[src/hw/rtl/contact_impulse_resolver_unit_assert.svh]
// ----------------------------------------------------------------------------
// Assertion macros for the contact impulse resolver
// Concurrent checks clocked on the rising edge, disabled during reset.
// ----------------------------------------------------------------------------
`ifndef CONTACT_IMPULSE_RESOLVER_UNIT_ASSERT_SVH
`define CONTACT_IMPULSE_RESOLVER_UNIT_ASSERT_SVH

// same-cycle implication
`define CIR_ASSERT_IMPLY(lbl, ck, rst_n, a, b) \
	lbl: assert property (@(posedge ck) disable iff (!rst_n) (a) |-> (b)) \
		else $error("resolver check failed: same-cycle implication");

// next-cycle implication
`define CIR_ASSERT_NEXT(lbl, ck, rst_n, a, b) \
	lbl: assert property (@(posedge ck) disable iff (!rst_n) (a) |=> (b)) \
		else $error("resolver check failed: next-cycle implication");

`endif

[src/hw/rtl/cir_pkg.sv]
// ----------------------------------------------------------------------------
// cir_pkg
// Widths, request types and arithmetic helpers of the contact impulse resolver.
// ----------------------------------------------------------------------------
package cir_pkg;

	localparam int COMPONENT_BITS = 16;
	localparam int CB    = COMPONENT_BITS;
	localparam int VW    = 3 * CB;        // packed vector
	localparam int NFRAC = CB - 2;        // normal fraction bits
	localparam int IMW   = 16;
	localparam int BW    = 9;
	localparam int PENW  = 16;
	localparam int TOTW  = IMW + 1;       // total inverse mass
	localparam int EW    = BW + 1;        // bounciness, 9 fraction bits
	localparam int PW    = 2 * CB + 1;    // lane velocity product
	localparam int SW    = PW + 2;        // dot product
	localparam int NPW   = CB + PENW;     // normal times penetration
	localparam int NPIW  = NPW + IMW + 1; // times inverse mass
	localparam int SEW   = SW + EW + 1;   // dot product times bounciness
	localparam int QW    = CB + 6;        // quotient bits, divider depth
	localparam int DVW   = QW;            // velocity delta scalar
	localparam int DIVN  = DVW + IMW + 1; // dividend bits
	localparam int LANES = 3;
	localparam int NDIV  = 2 + 2 * LANES;
	localparam int VPW   = QW + 1 + CB;   // scalar times normal
	localparam int SATW  = VPW + 1;

	localparam logic signed [SATW-1:0] SAT_HI = SATW'((64'd1 << (CB - 1)) - 64'd1);
	localparam logic signed [SATW-1:0] SAT_LO = -SAT_HI - SATW'(1);

	typedef struct packed {
		logic [VW-1:0]   normal_vec;
		logic [VW-1:0]   velocity_one;
		logic [VW-1:0]   velocity_two;
		logic [VW-1:0]   accel_one;
		logic [VW-1:0]   accel_two;
		logic [IMW-1:0]  inv_mass_one;
		logic [IMW-1:0]  inv_mass_two;
		logic [BW-1:0]   bounce_one;
		logic [BW-1:0]   bounce_two;
		logic            has_partner;
		logic signed [PENW-1:0] penetration;
	} contact_t;

	typedef struct packed {
		logic [VW-1:0] vel_delta_one;
		logic [VW-1:0] vel_delta_two;
		logic [VW-1:0] move_delta_one;
		logic [VW-1:0] move_delta_two;
		logic          velocity_changed;
		logic          position_changed;
	} result_t;

	// per-lane products
	typedef struct packed {
		logic signed [PW-1:0]  sp;
		logic signed [PW-1:0]  ap;
		logic signed [NPW-1:0] np;
	} lane_t;

	// data riding alongside the divider
	typedef struct packed {
		logic [VW-1:0]    n;
		logic             vchg;
		logic             pchg;
		logic [LANES-1:0] msign1;
		logic [LANES-1:0] msign2;
	} side_t;

	// drop NFRAC fraction bits, nearest, ties away from zero
	function automatic logic signed [SATW-1:0] round_frac(input logic signed [VPW-1:0] p);
		logic [VPW-1:0] mag;
		logic [VPW-1:0] r;
		mag = p[VPW-1] ? VPW'(-p) : VPW'(p);
		r   = VPW'((mag + VPW'(64'd1 << (NFRAC - 1))) >> NFRAC);
		return p[VPW-1] ? -$signed({1'b0, r}) : $signed({1'b0, r});
	endfunction

	// clamp to one signed component
	function automatic logic [CB-1:0] sat_comp(input logic signed [SATW-1:0] v);
		logic signed [SATW-1:0] c;
		c = v;
		if (c > SAT_HI) c = SAT_HI;
		if (c < SAT_LO) c = SAT_LO;
		return c[CB-1:0];
	endfunction

endpackage

[src/hw/rtl/cir_lane.sv]
// ----------------------------------------------------------------------------
// cir_lane
// One vector component: relative velocity and acceleration times the normal,
// and normal times penetration, registered.
// ----------------------------------------------------------------------------
module cir_lane (
	input  logic                                clk,
	input  logic                                en,
	input  logic signed [cir_pkg::CB-1:0]       n,
	input  logic signed [cir_pkg::CB-1:0]       v1,
	input  logic signed [cir_pkg::CB-1:0]       v2,
	input  logic signed [cir_pkg::CB-1:0]       a1,
	input  logic signed [cir_pkg::CB-1:0]       a2,
	input  logic                                partner,
	input  logic signed [cir_pkg::PENW-1:0]     pen,
	output cir_pkg::lane_t                      prod_s1
);

	logic signed [cir_pkg::CB:0] rv;
	logic signed [cir_pkg::CB:0] ra;

	// relative motion, partner ignored for static world
	always_comb begin
		rv = (cir_pkg::CB+1)'(v1) - (partner ? (cir_pkg::CB+1)'(v2) : '0);
		ra = (cir_pkg::CB+1)'(a1) - (partner ? (cir_pkg::CB+1)'(a2) : '0);
	end

	always_ff @(posedge clk) begin
		if (en) begin
			prod_s1.sp <= rv * n;
			prod_s1.ap <= ra * n;
			prod_s1.np <= n * pen;
		end
	end

endmodule

[config.mk]
export PLATFORM = sky130hd
export DESIGN_NAME = cir_lane
export DESIGN_NICKNAME = d
export VERILOG_FILES = /design/src/hw/rtl/contact_impulse_resolver_unit_assert.svh /design/src/hw/rtl/cir_pkg.sv /design/src/hw/rtl/cir_lane.sv
export SDC_FILE = /design/constraint.sdc
export NUM_CORES = 2
export LEC_CHECK = 0
export BUFFER_PORTS_ARGS = -buffer_cell sky130_fd_sc_hd__buf_4
export CORE_MARGIN = 2
export CORE_UTILIZATION = 25
export DETAILED_ROUTE_END_ITERATION = 10
export SYNTH_ARGS = -nofsm -noshare
export SYNTH_HDL_FRONTEND = slang
export SYNTH_SLANG_ARGS = --single-unit
[constraint.sdc]
create_clock -name clk -period 21.2 [get_ports clk]
set_input_delay 1.06 -clock clk [delete_from_list [all_inputs] [get_ports clk]]
set_output_delay 1.06 -clock clk [all_outputs]
set_load 0.02 [all_outputs]
==> run metrics <==
status=finished, final reports clean; clock transition at the registers of the reported paths=0.07 ns; Fill cells=14.8k; worst-case clock buffer depth=2; hold buffer count at cts=0; Worst path max stage delay=0.79 ns; initial core utilization=25.1%; leading cell type in the layout, fill and taps excluded=inv_1; die area=0.143 mm^2; DIE WIDTH=378 um; highest clock rate=102 MHz; Critical Path Most Common Cell=fa_1; sequential area share after synthesis=8.42%; Vert. Die Dim=378 um; largest net degree at the start of global routing=53; Rel. slew slack=18.8%; final period utilization=46.1%; Worst Hold Class=in2reg; cells after synthesis=3710; IO Pins=197; Via-to-Cell Ratio=4.34; total CTS buffers=9; Critical Path Source Type=primary input; Net Count, Synth=4907; PortBufs=196; routability cong.=0.826; Slowest cell on crit path=a21oi_2; CP max FO=32; overall global routing resource usage=13.4%; Root Driver=clkbuf_16; Post CTS Setup Buffer Count=0; commonest cells after routing, fill and taps aside=916 x inv_1, 816 x fa_1, 459 x nand2_1; biggest regs=prod_s1 x98; routed len/inst=16.0 um; post-DP HPWL=72600 um; max FFs per register=98; Critical Path AT=9.98 ns; DRT Pass-1 Iters=5; Avg Cell Area, Syn=9.42 um^2; TritonCTS clock tree=built; core region area=0.139 mm^2; ys async rst share=0%; Total Wirelength=90700 um; drc violations=0; PostCTS Resize Cnt=0; Setup WS pre-CTS=10.91 ns; Rows=137; post-route ant nets=0; critical path class=in2reg; Total Nets Final=4995; grt total ovfl=0; flops & latches, synth=98; Sink Count=98; crit end category=flip-flop; area grow syn2layout=11.1%; layout cell share with drive strength beyond 1=7.28%; H-tree levels=3; largest area contributor in the netlist=fa_1; fin worst setup slack=11.42 ns; vias post-DR=24.7k; RSZ-0062 raised after global routing=no; Synth Flop Type=edfxtp_1; Final Hold Viols=0; YS warnings=0; Mapped Area=0.0349 mm^2; Synth top area share=46.8%; initial antenna violation count=5; main area contributors after synthesis=fa_1 47%, ha_1 10%, inv_1 9.8%; first-pass GRT wire length=149000 um; Worst Tran Pin Value=1.21 ns; Top reg by flops=prod_s1; number of global-route vias before repair=27.4k; setup tns final=0 ns; Max-Cap Viols=0; Post-synth EDFFs=98; Worst EP required=21.40 ns; starting DRC count in detailed routing=1377; setup violators final=0; max-slew violations=0; min Tclk post-route=9.78 ns; Yosys cell types=66
==> per-stage QoR <==
step	cells	area (um^2)	hold slack, ns	util (%)
6_report	5681	38800	1.07	27.9
5_1_grt	5679	38800	1.06	27.9
4_1_cts	5678	38800	1.02	27.9
3_5_place_dp	5662	38500	1.49	27.7
3_3_place_gp	5662	38500	1.49	27.7
2_1_floorplan	3710	34900	1.17	-
==> cells in the mapped netlist (all sizes together), types with 11 or more instances <==
cell type and number:
nor2 98, nand3 14, o21bai 11, o21ai 61
nand2 459, xnor2 99, nor2b 51, fa 816
and2 320, a211oi 12, a21oi 96, xor2 29
o21a 20, nand2b 42, clkbuf 134, inv 916
a21o 41, edfxtp 98, ha 282, nor3 18
==> area by class of cell <==
| type | instances | area (um^2) | area share [%] |
|---|---|---|---|
| diodes | 2 | 5.00 | 0.0129 |
| clock buffers | 10 | 229 | 0.590 |
| clock inverters | 6 | 72.6 | 0.187 |
| inverters | 917 | 3440 | 8.87 |
| multi-input cells | 2552 | 28100 | 72.5 |
| flip-flops and latches | 98 | 2940 | 7.58 |
| well taps | 1876 | 2350 | 6.05 |
| repair buffers | 220 | 1650 | 4.26 |
==> worst paths after layout <==
check / from / to / slack, ns / cells past startpoint
hold / removal: pen[0] / prod_s1[0] / 1.07 / 2
setup / recovery: partner / prod_s1[64] / 11.42 / 32
==> logic make-up (layout without fill, tap and decap cells) <==
logic type,after synthesis,count (layout),synth area share [%]
XOR/XNOR,128,128,3.21
buffers and inverters,1060,1153,11.4
AND/OR/NAND/NOR,1029,1029,14.5
adder cells (fa/ha/maj),1098,1098,56.9
flip-flops,98,98,8.42
multiplexers,1,1,0.0322
other,0,2,0
AO/OA/AOI/OAI,296,296,5.53
==> layer usage <==
layer  GRT usage (%)  up-vias  part of all wire [%]
met4            3.32        4                   1.9
met1            17.7    12830                    44
li1                -    11125                     -
met5               0        -                 0.031
met3            2.16       98                   5.2
met2            22.9      596                    49
==> worst max-delay path: cells and delay by family <==
kind / cells / cell delay [ns]
AND/OR/NAND/NOR: 3 / 0.47
AO/OA/AOI/OAI: 15 / 3.70
XOR/XNOR: 1 / 0.08
adder cells (fa/ha/maj): 9 / 3.89
buffers and inverters: 4 / 0.73
Power is not shown: default switching activity piles up to over one toggle a cycle in this logic, so the estimate is an artifact.
